[src/rtl/tga_rle_pixel_decoder_defines.svh]
// Assertion macros shared by the TGA pixel decoder RTL.
`ifndef TGA_RLE_PIXEL_DECODER_DEFINES_SVH
`define TGA_RLE_PIXEL_DECODER_DEFINES_SVH

// Same-cycle implication, sampled on clock, off during reset.
`define TRPD_ASSERT_SAME(label, ante, cons, msg) \
   label: assert property (@(posedge clock) disable iff (reset) (ante) |-> (cons)) \
      else $error(msg);

// Next-cycle implication, sampled on clock, off during reset.
`define TRPD_ASSERT_NEXT(label, ante, cons, msg) \
   label: assert property (@(posedge clock) disable iff (reset) (ante) |=> (cons)) \
      else $error(msg);

`endif

[src/rtl/trpd_pkg.sv]
// Types and constants of the TGA pixel decoder.
package trpd_pkg;

   localparam int CSR_INDEX_WIDTH = 2;
   localparam int CSR_DATA_WIDTH  = 16;

   localparam logic [CSR_INDEX_WIDTH-1:0] CSR_BYTES_PER_PIXEL = 2'd0;
   localparam logic [CSR_INDEX_WIDTH-1:0] CSR_RUN_LENGTH_MODE = 2'd1;
   localparam logic [CSR_INDEX_WIDTH-1:0] CSR_IMAGE_WIDTH     = 2'd2;
   localparam logic [CSR_INDEX_WIDTH-1:0] CSR_IMAGE_HEIGHT    = 2'd3;

   localparam logic [2:0] BPP_WIDE    = 3'd4;
   localparam logic [2:0] BPP_RESET   = 3'd3;
   localparam logic [7:0] RUN_FLAG    = 8'h80;
   localparam logic [7:0] COUNT_MASK  = 8'h7F;
   localparam logic [7:0] RUN_MAX     = 8'h80;

   typedef struct packed {
      logic [7:0] data_byte;
      logic       image_start;
   } trpd_req_type;

   typedef struct packed {
      logic [7:0] red;
      logic [7:0] green;
      logic [7:0] blue;
      logic [7:0] alpha;
      logic [7:0] repeat_count;
      logic       image_done;
   } trpd_rsp_type;

   typedef struct packed {
      logic        wide_pixel;
      logic        run_length_mode;
      logic [31:0] total_pixels;
   } trpd_cfg_type;

endpackage

[src/rtl/trpd_channels.sv]
// Request and response channel interfaces of the TGA pixel decoder.
interface trpd_req_if;
   logic       valid;
   logic       ready;
   logic [7:0] data_byte;
   logic       image_start;

   modport source (output valid, data_byte, image_start, input ready);
   modport sink (input valid, data_byte, image_start, output ready);
endinterface

interface trpd_rsp_if;
   logic       valid;
   logic       ready;
   logic [7:0] red;
   logic [7:0] green;
   logic [7:0] blue;
   logic [7:0] alpha;
   logic [7:0] repeat_count;
   logic       image_done;

   modport source (output valid, red, green, blue, alpha, repeat_count, image_done,
                   input ready);
   modport sink (input valid, red, green, blue, alpha, repeat_count, image_done,
                 output ready);
endinterface

[src/rtl/tga_rle_pixel_decoder.sv]
// Path: an accepted request waits in the input register, the core decodes it combinationally, and
//    a finished pixel waits in the output register for the response handshake.
// Throughput: one request per cycle while the response slot is free; the core updates all packet state per byte.
// Reset (synchronous, active high): clears channel valids and decode progress, and loads
//    bytes_per_pixel 3, uncompressed mode, width 1, height 1.
// Pixel total is registered from the product of the width and height registers.
module tga_rle_pixel_decoder
   import trpd_pkg::*;
(
   input  logic                       clock,
   input  logic                       reset,
   input  logic                       csr_write_enable,
   input  logic [CSR_INDEX_WIDTH-1:0] csr_index,
   input  logic [CSR_DATA_WIDTH-1:0]  csr_write_data,
   trpd_req_if.sink                   req_chan,
   trpd_rsp_if.source                 rsp_chan
);

   // configuration registers
   logic [2:0]  bytes_per_pixel_ff;
   logic        run_length_mode_ff;
   logic [15:0] image_width_ff;
   logic [15:0] image_height_ff;
   // pixel count of the image, one register after the multiply
   logic [31:0] total_pixels_ff;
   logic [31:0] total_pixels_in;

   trpd_cfg_type cfg;
   logic         in_valid;
   trpd_req_type in_item;
   logic         take;
   logic         out_free;
   logic         res_valid;
   trpd_rsp_type res;

   always_ff @(posedge clock) begin
      if (reset) begin
         bytes_per_pixel_ff <= BPP_RESET;
         run_length_mode_ff <= 1'b0;
         image_width_ff     <= 16'd1;
         image_height_ff    <= 16'd1;
      end else if (csr_write_enable) begin
         unique case (csr_index)
            CSR_BYTES_PER_PIXEL: begin
               bytes_per_pixel_ff <= csr_write_data[2:0];
            end
            CSR_RUN_LENGTH_MODE: begin
               run_length_mode_ff <= csr_write_data[0];
            end
            CSR_IMAGE_WIDTH: begin
               image_width_ff <= csr_write_data;
            end
            CSR_IMAGE_HEIGHT: begin
               image_height_ff <= csr_write_data;
            end
            default: begin
            end
         endcase
      end
   end

   // refresh the pixel total every cycle; config is to be written only while idle, which the block does not enforce
   assign total_pixels_in = {16'd0, image_width_ff} * {16'd0, image_height_ff};

   always_ff @(posedge clock) begin
      if (reset) begin
         total_pixels_ff <= 32'd1;
      end else begin
         total_pixels_ff <= total_pixels_in;
      end
   end

   // any size other than four bytes decodes as three
   assign cfg.wide_pixel      = bytes_per_pixel_ff == BPP_WIDE;
   assign cfg.run_length_mode = run_length_mode_ff;
   assign cfg.total_pixels    = total_pixels_ff;

   // hold the request until the core can advance it
   trpd_in_stage u_in_stage (
      .clock    (clock),
      .reset    (reset),
      .req_chan (req_chan),
      .take     (take),
      .valid    (in_valid),
      .item     (in_item)
   );

   // decode one byte per cycle; advance only when the response slot is free
   trpd_core u_core (
      .clock     (clock),
      .reset     (reset),
      .cfg       (cfg),
      .in_valid  (in_valid),
      .item      (in_item),
      .out_free  (out_free),
      .take      (take),
      .res_valid (res_valid),
      .res       (res)
   );

   // hold each finished pixel until the sink takes it
   trpd_out_stage u_out_stage (
      .clock    (clock),
      .reset    (reset),
      .load     (res_valid),
      .res      (res),
      .out_free (out_free),
      .rsp_chan (rsp_chan)
   );

endmodule

[src/rtl/trpd_in_stage.sv]
// Input register stage: holds one request for the decode core.
module trpd_in_stage
   import trpd_pkg::*;
(
   input  logic         clock,
   input  logic         reset,
   trpd_req_if.sink     req_chan,
   input  logic         take,
   output logic         valid,
   output trpd_req_type item
);

   logic         valid_ff;
   logic         valid_in;
   trpd_req_type item_ff;
   logic         accept;

   assign req_chan.ready = !valid_ff || take;
   assign accept         = req_chan.valid && req_chan.ready;

   always_comb begin
      priority if (accept) begin
         valid_in = 1'b1;
      end else if (take) begin
         valid_in = 1'b0;
      end else begin
         valid_in = valid_ff;
      end
   end

   always_ff @(posedge clock) begin
      if (reset) begin
         valid_ff <= 1'b0;
      end else begin
         valid_ff <= valid_in;
      end
      if (accept) begin
         item_ff.data_byte   <= req_chan.data_byte;
         item_ff.image_start <= req_chan.image_start;
      end
   end

   assign valid = valid_ff;
   assign item  = item_ff;

endmodule

[src/rtl/trpd_core.sv]
// Decode core: packet and pixel state, one byte per cycle while the response slot is free.
`include "tga_rle_pixel_decoder_defines.svh"

module trpd_core
   import trpd_pkg::*;
(
   input  logic         clock,
   input  logic         reset,
   input  trpd_cfg_type cfg,
   input  logic         in_valid,
   input  trpd_req_type item,
   input  logic         out_free,
   output logic         take,
   output logic         res_valid,
   output trpd_rsp_type res
);

   logic        expect_header_ff, expect_header_in;
   logic        packet_is_run_ff, packet_is_run_in;
   logic [7:0]  packet_left_ff, packet_left_in;
   logic [1:0]  byte_in_pixel_ff, byte_in_pixel_in;
   logic [31:0] pixel_bytes_ff, pixel_bytes_in;
   logic [31:0] pixels_done_ff, pixels_done_in;
   logic        image_finished_ff, image_finished_in;

   // state as seen after an optional image_start clear
   logic        cur_header;
   logic        cur_run;
   logic [7:0]  cur_left;
   logic [1:0]  cur_byte;
   logic [31:0] cur_bytes;
   logic [31:0] cur_done;
   logic        cur_finished;

   logic        skip;
   logic [31:0] remaining;
   logic [31:0] merged;
   logic        complete;
   logic [7:0]  header_count;
   logic [7:0]  header_clip;
   logic [7:0]  run_clip;
   logic [7:0]  left_dec;
   logic [7:0]  count;
   logic        emit;

   assign take = in_valid && out_free;

   assign cur_header   = item.image_start ? 1'b1  : expect_header_ff;
   assign cur_run      = item.image_start ? 1'b0  : packet_is_run_ff;
   assign cur_left     = item.image_start ? 8'd0  : packet_left_ff;
   assign cur_byte     = item.image_start ? 2'd0  : byte_in_pixel_ff;
   assign cur_bytes    = item.image_start ? 32'd0 : pixel_bytes_ff;
   assign cur_done     = item.image_start ? 32'd0 : pixels_done_ff;
   assign cur_finished = item.image_start ? 1'b0  : image_finished_ff;

   assign skip      = cur_finished || (cur_done >= cfg.total_pixels);
   assign remaining = cfg.total_pixels - cur_done;

   // header count: low seven bits plus one, for both packet kinds
   assign header_count = (item.data_byte & COUNT_MASK) + 8'd1;
   assign header_clip  = ({24'd0, header_count} > remaining) ? remaining[7:0] : header_count;
   assign run_clip     = ({24'd0, cur_left} > remaining) ? remaining[7:0] : cur_left;
   assign left_dec     = (cur_left != 8'd0) ? cur_left - 8'd1 : 8'd0;

   always_comb begin
      merged = cur_bytes;
      merged[8*cur_byte +: 8] = item.data_byte;
   end

   assign complete = cfg.wide_pixel ? (cur_byte == 2'd3) : (cur_byte >= 2'd2);

   always_comb begin
      expect_header_in  = cur_header;
      packet_is_run_in  = cur_run;
      packet_left_in    = cur_left;
      byte_in_pixel_in  = cur_byte;
      pixel_bytes_in    = cur_bytes;
      pixels_done_in    = cur_done;
      image_finished_in = cur_finished;
      count             = 8'd1;
      emit              = 1'b0;
      if (!skip) begin
         if (cfg.run_length_mode && cur_header) begin
            packet_is_run_in = (item.data_byte & RUN_FLAG) != 8'd0;
            packet_left_in   = header_clip;
            expect_header_in = 1'b0;
         end else if (!complete) begin
            pixel_bytes_in   = merged;
            byte_in_pixel_in = cur_byte + 2'd1;
         end else begin
            emit = 1'b1;
            if (cfg.run_length_mode) begin
               if (cur_run) begin
                  count            = (run_clip == 8'd0) ? 8'd1 : run_clip;
                  packet_left_in   = 8'd0;
                  expect_header_in = 1'b1;
               end else begin
                  packet_left_in = left_dec;
                  if (left_dec == 8'd0) begin
                     expect_header_in = 1'b1;
                  end
               end
            end
            pixels_done_in    = cur_done + {24'd0, count};
            image_finished_in = {24'd0, count} >= remaining;
            pixel_bytes_in    = 32'd0;
            byte_in_pixel_in  = 2'd0;
         end
      end
   end

   always_ff @(posedge clock) begin
      if (reset) begin
         expect_header_ff  <= 1'b1;
         packet_is_run_ff  <= 1'b0;
         packet_left_ff    <= 8'd0;
         byte_in_pixel_ff  <= 2'd0;
         pixel_bytes_ff    <= 32'd0;
         pixels_done_ff    <= 32'd0;
         image_finished_ff <= 1'b0;
      end else if (take) begin
         expect_header_ff  <= expect_header_in;
         packet_is_run_ff  <= packet_is_run_in;
         packet_left_ff    <= packet_left_in;
         byte_in_pixel_ff  <= byte_in_pixel_in;
         pixel_bytes_ff    <= pixel_bytes_in;
         pixels_done_ff    <= pixels_done_in;
         image_finished_ff <= image_finished_in;
      end
   end

   assign res_valid        = take && emit;
   assign res.red          = merged[23:16];
   assign res.green        = merged[15:8];
   assign res.blue         = merged[7:0];
   assign res.alpha        = cfg.wide_pixel ? merged[31:24] : 8'd0;
   assign res.repeat_count = count;
   assign res.image_done   = image_finished_in;

   `TRPD_ASSERT_SAME(a_count_range, res_valid,
      res.repeat_count != 8'd0 && res.repeat_count <= RUN_MAX, "repeat count out of range")
   `TRPD_ASSERT_SAME(a_multi_only_rle, res_valid && res.repeat_count != 8'd1,
      cfg.run_length_mode, "repeat count above one in uncompressed mode")
   `TRPD_ASSERT_NEXT(a_done_sticks, res_valid && res.image_done,
      image_finished_ff, "image done not recorded")

endmodule

[src/rtl/trpd_out_stage.sv]
// Output register stage: holds one decoded pixel until the sink takes it.
`include "tga_rle_pixel_decoder_defines.svh"

module trpd_out_stage
   import trpd_pkg::*;
(
   input  logic         clock,
   input  logic         reset,
   input  logic         load,
   input  trpd_rsp_type res,
   output logic         out_free,
   trpd_rsp_if.source   rsp_chan
);

   logic         valid_ff;
   logic         valid_in;
   trpd_rsp_type res_ff;

   assign out_free = !valid_ff || rsp_chan.ready;

   always_comb begin
      priority if (load) begin
         valid_in = 1'b1;
      end else if (rsp_chan.ready) begin
         valid_in = 1'b0;
      end else begin
         valid_in = valid_ff;
      end
   end

   always_ff @(posedge clock) begin
      if (reset) begin
         valid_ff <= 1'b0;
      end else begin
         valid_ff <= valid_in;
      end
      if (load) begin
         res_ff <= res;
      end
   end

   assign rsp_chan.valid        = valid_ff;
   assign rsp_chan.red          = res_ff.red;
   assign rsp_chan.green        = res_ff.green;
   assign rsp_chan.blue         = res_ff.blue;
   assign rsp_chan.alpha        = res_ff.alpha;
   assign rsp_chan.repeat_count = res_ff.repeat_count;
   assign rsp_chan.image_done   = res_ff.image_done;

   `TRPD_ASSERT_SAME(a_no_overwrite, valid_ff && !rsp_chan.ready, !load,
      "pending response overwritten")

endmodule
[src/flat_wrapper.sv]
// flat-port wrapper written by rule: the top's interface ports become plain ports
module tga_rle_pixel_decoder_flat import trpd_pkg::*;
  (clock, reset, csr_write_enable, csr_index, csr_write_data, req_chan_valid, req_chan_data_byte, req_chan_image_start, req_chan_ready, rsp_chan_valid, rsp_chan_red, rsp_chan_green, rsp_chan_blue, rsp_chan_alpha, rsp_chan_repeat_count, rsp_chan_image_done, rsp_chan_ready);
  trpd_req_if req_chan_i ();
  trpd_rsp_if rsp_chan_i ();
  input  logic clock;
  input  logic reset;
  input  logic csr_write_enable;
  input  logic [CSR_INDEX_WIDTH-1:0] csr_index;
  input  logic [CSR_DATA_WIDTH-1:0] csr_write_data;
  input wire logic [$bits(req_chan_i.valid)-1:0] req_chan_valid;
  input wire logic [$bits(req_chan_i.data_byte)-1:0] req_chan_data_byte;
  input wire logic [$bits(req_chan_i.image_start)-1:0] req_chan_image_start;
  output wire logic [$bits(req_chan_i.ready)-1:0] req_chan_ready;
  output wire logic [$bits(rsp_chan_i.valid)-1:0] rsp_chan_valid;
  output wire logic [$bits(rsp_chan_i.red)-1:0] rsp_chan_red;
  output wire logic [$bits(rsp_chan_i.green)-1:0] rsp_chan_green;
  output wire logic [$bits(rsp_chan_i.blue)-1:0] rsp_chan_blue;
  output wire logic [$bits(rsp_chan_i.alpha)-1:0] rsp_chan_alpha;
  output wire logic [$bits(rsp_chan_i.repeat_count)-1:0] rsp_chan_repeat_count;
  output wire logic [$bits(rsp_chan_i.image_done)-1:0] rsp_chan_image_done;
  input wire logic [$bits(rsp_chan_i.ready)-1:0] rsp_chan_ready;
  assign req_chan_i.valid = req_chan_valid;
  assign req_chan_i.data_byte = req_chan_data_byte;
  assign req_chan_i.image_start = req_chan_image_start;
  assign req_chan_ready = req_chan_i.ready;
  assign rsp_chan_valid = rsp_chan_i.valid;
  assign rsp_chan_red = rsp_chan_i.red;
  assign rsp_chan_green = rsp_chan_i.green;
  assign rsp_chan_blue = rsp_chan_i.blue;
  assign rsp_chan_alpha = rsp_chan_i.alpha;
  assign rsp_chan_repeat_count = rsp_chan_i.repeat_count;
  assign rsp_chan_image_done = rsp_chan_i.image_done;
  assign rsp_chan_i.ready = rsp_chan_ready;
  tga_rle_pixel_decoder u_core (.clock(clock), .reset(reset), .csr_write_enable(csr_write_enable), .csr_index(csr_index), .csr_write_data(csr_write_data), .req_chan(req_chan_i), .rsp_chan(rsp_chan_i));
endmodule
[config.mk]
export PLATFORM = sky130hd
export DESIGN_NAME = tga_rle_pixel_decoder_flat
export DESIGN_NICKNAME = d
export VERILOG_FILES = /design/src/rtl/trpd_pkg.sv /design/src/rtl/trpd_channels.sv /design/src/rtl/tga_rle_pixel_decoder.sv /design/src/rtl/trpd_in_stage.sv /design/src/rtl/trpd_core.sv /design/src/rtl/trpd_out_stage.sv /design/src/flat_wrapper.sv
export VERILOG_INCLUDE_DIRS = /design/src /design/src/rtl
export SDC_FILE = /design/constraint.sdc
export NUM_CORES = 1
export LEC_CHECK = 0
export BUFFER_PORTS_ARGS = -buffer_cell sky130_fd_sc_hd__buf_2
export CORE_MARGIN = 4
export CORE_UTILIZATION = 55
export CTS_BUF_LIST = sky130_fd_sc_hd__clkbuf_16
export CTS_CLUSTER_SIZE = 14
export DETAILED_ROUTE_END_ITERATION = 10
export GPL_ROUTABILITY_DRIVEN = 0
export PLACE_DENSITY = 0.72
export SLEW_MARGIN = 40
export SYNTH_ARGS = -nofsm -noshare
export SYNTH_HDL_FRONTEND = slang
export SYNTH_HIERARCHICAL = 1
export SYNTH_SLANG_ARGS = --single-unit
[constraint.sdc]
create_clock -name clock -period 7.9 [get_ports clock]
set_clock_uncertainty 0.1 [all_clocks]
set_input_delay 0.79 -clock clock [delete_from_list [all_inputs] [get_ports clock]]
set_output_delay 0.79 -clock clock [all_outputs]
set_load 0.005 [all_outputs]
; ---- After elaboration in Yosys (flattened, before gate mapping)
; Index checks and enable logic that the tools add are counted.
; W data, S select, Z words.
[totals]
reg_bits = 197
inputBits = 32
output_inout_bits = 43
elab_cells = 112
[classes]
addsub = 6
multipliers = 1
n_lt_le_gt_ge = 5
eq_ne = 5
n_shift = 2
n_mux = 50
bitwise_logic = 1
n_reduce_logical = 20
[ops]
columns = op, count
row1 = $mux W32, 8
row2 = $mux W8, 15
row3 = $gt A8 B32 Y1, 2
row4 = $neg A5 Y34, 1
row5 = $shift A8 B34 Y32 const A, 1
row6 = $shiftx A8 B34 Y32, 1
row7 = $add A32 B8 Y32, 1
row8 = $bwmux W32, 1
row9 = $ge A32 B32 Y1, 1
row10 = $ge A8 B32 Y1, 1
row11 = $mul A16 B16 Y32, 1
row12 = $sub A32 B32 Y32, 1
row13 = $mux W1, 22
row14 = $logic_not A8 Y1, 2
row15 = $add A7 B1 Y8 const B, 1
row16 = $mux W2, 4
row17 = $reduce_and A2 Y1, 4
row18 = $reduce_bool A8 Y1, 1
row19 = $sub A8 B1 Y8 const B, 1
row20 = $eq A2 B2 Y1 const B, 3
row21 = $logic_and A1 B1 Y1, 4
row22 = $reduce_bool A2 Y1, 2
row23 = $eq A3 B3 Y1 const B, 1
row24 = $logic_or A1 B1 Y1, 3
row25 = other kinds (7), 8

; ---- Logic depth before layout (Yosys ltp)
[logic_depth]
depth_word = 15
ltp_mapped = 34
depth_no_buf = 30

; ---- By module
; The synthesis kept the hierarchy.
[modules_own_cells]
columns = module, instances, cells_each, area_per_inst_um2, seq_area_each_um2
row1 = tga_rle_pixel_decoder, 1, 1259, 10898.0, 1361.3
row2 = trpd_core, 1, 1105, 7987.7, 1541.5
row3 = trpd_out_stage, 1, 45, 1277.5, 1251.2
row4 = trpd_in_stage, 1, 14, 325.3, 290.3

; ---- Worst setup path before layout
; Ideal clock, no wire load.
[synth_path]
path_kind = register -> register
from = register u_core.u_in_stage.item_ff, in the netlist u_core/u_in_stage/item[0]
to = register u_core.u_core.pixels_done_ff[15]
setup_time_ps = 123
arrival_time_ps = 6989
required_time_ps = 7677
path_slack_ps = 688
stages_incl_launch_ff = 33
n_path_buf = 5
synth_period_minus_slack_ps = 7212
path_cell_list = edfxtp_1 -> clkbuf_1 -> clkbuf_1 -> clkbuf_1 -> clkbuf_1 -> nor2b_1 -> ha_1 -> inv_1 -> fa_1 -> a211oi_2 -> o211ai_1 -> nand3_1 -> or3b_4 -> xor2_1 -> a211o_1 -> or4_4 -> nor3_1 -> and2_1 -> clkbuf_1 -> o21ai_0 -> a211oi_1 -> inv_1 -> ha_1 -> nor2_1 -> nor2_1 -> nand2_1 -> a31oi_1 -> o31ai_2 -> a31oi_4 -> o311ai_1 -> and2_4 -> or4_4 -> mux2_1
[synth_via]
elab_chain_len = 15
word_cells_on_any_way = 26
classes_between = 2 x add/sub / 3 x order compare / 1 x eq/ne / 17 x mux / 3 x reduce/logical
[synth_rtl]
columns = element, line_no
row1 = from (decl), trpd_in_stage.sv:15  ; trpd_req_type item_ff;
row2 = $mux W32, trpd_core.sv:53  ; assign cur_done = item.image_start ? 32'd0 : pixels_done_ff;
row3 = $sub A32 B32 Y32, trpd_core.sv:57  ; assign remaining = cfg.total_pixels - cur_done;
row4 = $gt A8 B32 Y1, trpd_core.sv:62  ; assign run_clip = ({24'd0, cur_left} > remaining) ? remaining[7:0] : cur_left;
row5 = $mux W8, trpd_core.sv:62
row6 = $logic_not A8 Y1, trpd_core.sv:94  ; count = (run_clip == 8'd0) ? 8'd1 : run_clip;
row7 = $mux W8, trpd_core.sv:94
row8 = $mux W8, trpd_core.sv:93  ; if (cur_run) begin
row9 = $mux W8, trpd_core.sv:92  ; if (cfg.run_length_mode) begin
row10 = $mux W8, trpd_core.sv:87  ; end else if (!complete) begin
row11 = $mux W8, trpd_core.sv:83  ; if (cfg.run_length_mode && cur_header) begin
row12 = $mux W8, trpd_core.sv:82  ; if (!skip) begin
row13 = $add A32 B8 Y32, trpd_core.sv:104  ; pixels_done_in = cur_done + {24'd0, count};
row14 = $mux W32, trpd_core.sv:87
row15 = $mux W32, trpd_core.sv:83
row16 = $mux W32 (*), trpd_core.sv:82
row17 = to (signal assigned), trpd_core.sv:127  ; pixels_done_ff <= pixels_done_in;
row18 = to (decl), trpd_core.sv:23  ; logic [31:0] pixels_done_ff, pixels_done_in;
; Every way passes the cells marked *; elsewhere a longest branch is shown, timed or not. The select of a mux whose other input is x is not followed.
; A chain may end at the register's enable or synchronous reset.

; ---- Final worst setup path
; Ends and elaborated chain as after synthesis.

==> impl_summary.md <==
Status
The run finished with clean final reports.

Route
The length of the first detailed-routing pass in iterations is 5. The routed length on met2 is 25.0 mm. The uppermost layer routed is met4. The routed design uses 3.97 mm of met3 wire. The via count normalized by instance count is around 6.1. The overall via count from detail_route is 17546. The post-detailed-route DRC marker count is 0. In the final routing, the length of wire on met1 measures 23.8 mm. The total length of routed wires is 53.7 mm. In the final routed layout, each cell accounts on average for 18.6 um. The count of antenna-violating nets left after detailed routing is 0. In this run, the number of DRC markers left after iteration 0 of detailed routing was between 1500 and 2000.

Clock network
Counting along the longest clock path gives a buffer depth of 2. The clock net in this run drives a total of 197 sinks. The clock latency on the worst-skew pair is 470 ps. TritonCTS built the clock tree. The cell sitting at the root of the clock tree is a sky130_fd_sc_hd__clkbuf_16.

In this run, CTS created clock tree buffers numbering 17. In this run, post-CTS hold repair placed 0 buffers. Clock-pin slew was measured on the worst setup and hold paths at roughly 80 ps. The H-tree was split into 4 levels.

Logic synthesis
Yosys mapped a number of flops with a built-in enable equal to 50. The cell count after synthesis came out at 2423. The sequential area share after synthesis is 0.217. The number of nets in the synthesized netlist is 2828. For this run, asynchronously set or reset flops after synthesis account for 0. The number of synthesized register bits is ~200. In this run the mean area of a mapped cell was 8.46 um^2. The netlist uses 89 different library cells. Yosys attributes the largest share of cell area to sky130_fd_sc_hd__fa_1 (19%), sky130_fd_sc_hd__dfxtp_1 (14%), sky130_fd_sc_hd__ha_1 (11%). The synthesized design spends more area on one cell type than any other, namely sky130_fd_sc_hd__fa_1. After synthesis the cells add up to 0.0205 mm^2.

Of the post-synthesis cell area, the dominant cell type holds 0.191. Yosys printed 6 warnings. In the synthesized netlist the dominant register cell turns out to be sky130_fd_sc_hd__dfxtp_1.

STA
The final number of hold-violating endpoints is 0. The total negative slack for setup checks is 0 ps. In this run the tightest slew margin relative to its limit is 0.415. At the pin with the least slew margin, the transition time is 876 ps.

The final number of max-transition violations came to 0. The final number of setup-violating endpoints is 0. Dividing the final minimum period by the clock period gives 0.946. The clock period could shrink to between 7000 and 8000 ps. The maximum achievable frequency is 134 MHz. Setup repair after global routing left no endpoint under its margin.

Critical path
The worst register-to-register path begins at u_core/u_in_stage/item[0]. On the worst path, the slowest cell contributes a delay of 500 ps. The required time at the endpoint of the critical path is slightly above 8000 ps.

STA classifies the critical path startpoint as a register. The launch point of the critical path is u_core/u_in_stage/item[0]. Among all stages on the critical path, the largest delay is contributed by sky130_fd_sc_hd__o311ai_1.

The critical path class is reg2reg. For flop-to-flop paths, the worst setup slack is 430 ps. The worst-path maximum fanout is 20. Data arrives at the worst endpoint at 7710 ps.

The worst setup path is captured at a register.

Die
The row count is 70. The width of the die is 201 um. The area of the die is 0.0404 mm^2.

The total I/O pin count is 75. The area of the core is 0.0367 mm^2. The starting density of the core is 0.558. The height of the chip is 201 um.

Power and ir drop
For this design the static power due to leakage is between 9 and 10 nW. In this run the power density over the cells is 119 mW/mm^2. IR analysis of the VDD net gives a maximum drop of 0.158 mV.

Placed design
The detailed-placement wirelength estimate is 41.1 mm. The count of port buffers added during placement is 74.

Layout
The number of diodes is 0. The layout net count is 2816. The core utilization of the finished layout is 0.592.

In the final layout, the share of cells above drive strength 1 is 0.0771. The area growth from synthesis to layout is 6.03%. The layout filler cell count is 3201.

The sequential cells in the finished layout cover a total of 0.00445 mm^2. The area of the multi-input gates is between 0.01 and 0.015 mm^2.

Run
The count of max-cap constraint violations is 0.

Global routing
The first global-routing pass estimated ~90 mm of wire. The total overflow reported by the global router is 0. The pin count of the biggest net entering global routing is 70.

The initial antenna violation count is 0. In the global route stage, overall resource usage came out at 0.268. The via count of the first global-routing pass was 17368.

Worst hold path
The worst hold path begins at u_core/u_core/packet_is_run_ff. In this run the worst hold path is classified as reg2reg.
-- power breakdown --
group	switching, mW	total, mW	internal, mW
clock network	0.446	0.868	0.423
logic	0.383	0.611	0.228
registers	0.0472	1.10	1.05
total	0.876	2.58	1.71
-- flip-flops by register name, indices dropped and copies added, names as in the netlist, 2 cells and up --
register                                  cells
u_core/u_core/pixels_done_ff                 32
u_core/image_height_ff                       16
u_core/bytes_per_pixel_ff                     3
u_core/u_out_stage/rsp_chan.alpha             8
u_core/u_in_stage/item                        9
u_core/u_out_stage/rsp_chan.repeat_count      8
u_core/u_core/byte_in_pixel_ff                2
u_core/u_out_stage/rsp_chan.blue              8
u_core/image_width_ff                        16
u_core/u_core/pixel_bytes_ff                 32
u_core/u_out_stage/rsp_chan.red               8
u_core/u_out_stage/rsp_chan.green             8
u_core/u_core/packet_left_ff                  8
u_core/total_pixels_ff                       32
-- synth_stat cells, drive strengths merged (22+ instances only) --
cell	n
inv	267
nor2b	36
nor2	157
fa	195
a21oi	151
o21ai	80
a22o	26
edfxtp	50
dfxtp	147
a22oi	51
nand2b	46
and2	139
nand4	30
nand2	325
clkbuf	106
xnor2	31
nor4	22
nand3	44
a21o	32
nor3	39
ha	178
-- cells in the final DEF, fill, tap and decap left out, types with 6 or more instances in the layout --
master,n
sky130_fd_sc_hd__nand2_1,324
sky130_fd_sc_hd__o21ai_0,68
sky130_fd_sc_hd__mux2i_1,8
sky130_fd_sc_hd__o211ai_1,19
sky130_fd_sc_hd__ha_1,178
sky130_fd_sc_hd__a22oi_1,51
sky130_fd_sc_hd__clkbuf_16,17
sky130_fd_sc_hd__a211oi_1,6
sky130_fd_sc_hd__o21bai_1,9
sky130_fd_sc_hd__nand3_1,44
sky130_fd_sc_hd__or2_2,7
sky130_fd_sc_hd__o21ai_1,8
sky130_fd_sc_hd__a22o_1,26
sky130_fd_sc_hd__buf_2,73
sky130_fd_sc_hd__xnor2_1,31
sky130_fd_sc_hd__inv_1,268
sky130_fd_sc_hd__nor4_1,17
sky130_fd_sc_hd__a32oi_1,7
sky130_fd_sc_hd__a31oi_1,16
sky130_fd_sc_hd__a21o_1,32
sky130_fd_sc_hd__o21a_1,17
sky130_fd_sc_hd__edfxtp_1,50
sky130_fd_sc_hd__dfxtp_1,145
sky130_fd_sc_hd__o22ai_1,6
sky130_fd_sc_hd__fa_1,195
sky130_fd_sc_hd__a21oi_1,146
sky130_fd_sc_hd__xor2_1,18
sky130_fd_sc_hd__and2_1,137
sky130_fd_sc_hd__o31ai_1,8
sky130_fd_sc_hd__nand4_1,30
sky130_fd_sc_hd__and3_1,19
sky130_fd_sc_hd__nand3b_1,9
sky130_fd_sc_hd__nor2b_1,36
sky130_fd_sc_hd__nor3_1,36
sky130_fd_sc_hd__nor2_1,156
sky130_fd_sc_hd__nand2b_1,44
sky130_fd_sc_hd__buf_4,22
-- routing by layer --
metal | vias up | global-route usage
li1 | 8143 | -
met1 | 8511 | 0.377
met2 | 787 | 0.434
met3 | 105 | 0.0417
met4 | 0 | 0.0725
met5 | - | 0
-- final timing paths --
path / end / depth (start not counted)
worst max-delay path: u_core/u_core/pixels_done_ff[15] / 29
worst min-delay path: u_core/u_core/packet_is_run_ff / 2
worst max register to register: u_core/u_core/pixels_done_ff[15] / 29
worst min register to register: u_core/u_core/packet_is_run_ff / 2
-- worst max-delay path: cells and delay by family (launching register included) --
| kind | cells | cell delay (ps) |
|---|---|---|
| simple gates | 10 | 1570 |
| xor+xnor | 1 | 440 |
| mux | 1 | 310 |
| flops | 1 | 440 |
| compound gates | 10 | 3040 |
| fa+ha+maj | 3 | 910 |
| buf+inv | 4 | 550 |
-- kinds of logic after synthesis --
family,synth area share
flops,0.217
buf+inv,0.0744
fa+ha+maj,0.299
compound gates,0.162
xor+xnor,0.0209
mux,0.00959
simple gates,0.217
-- per-stage QoR --
step / hold slack, ps / instance area, um^2 / setup WS, ps / std cells / power (mW)
6_report: 376 / 21700 / 429 / 2892 / 2.58
2_1_floorplan: 345 / 20500 / 688 / 2423 / 1.55
5_1_grt: 378 / 21700 / 42.4 / 2892 / 2.71
3_5_place_dp: 364 / 21100 / 651 / 2860 / 1.71
4_1_cts: 375 / 21700 / 617 / 2892 / 2.57
3_3_place_gp: 358 / 21100 / 878 / 2860 / 1.70
-- cell type report --
cell class | instances | area share
multi-input cells | 1831 | 0.670
flip-flops and latches | 197 | 0.205
inverters | 269 | 0.0466
well taps | 468 | 0.0270
repair buffers | 95 | 0.0244
clock buffers | 17 | 0.0196
clock inverters | 15 | 0.00760
-- what timing repair did --
action	in CTS	in global routing
gates resized for setup	0	2
setup endpoints to repair	0	1
setup buffers	0	0
No activity file was read; power rests on OpenSTA's default activity.
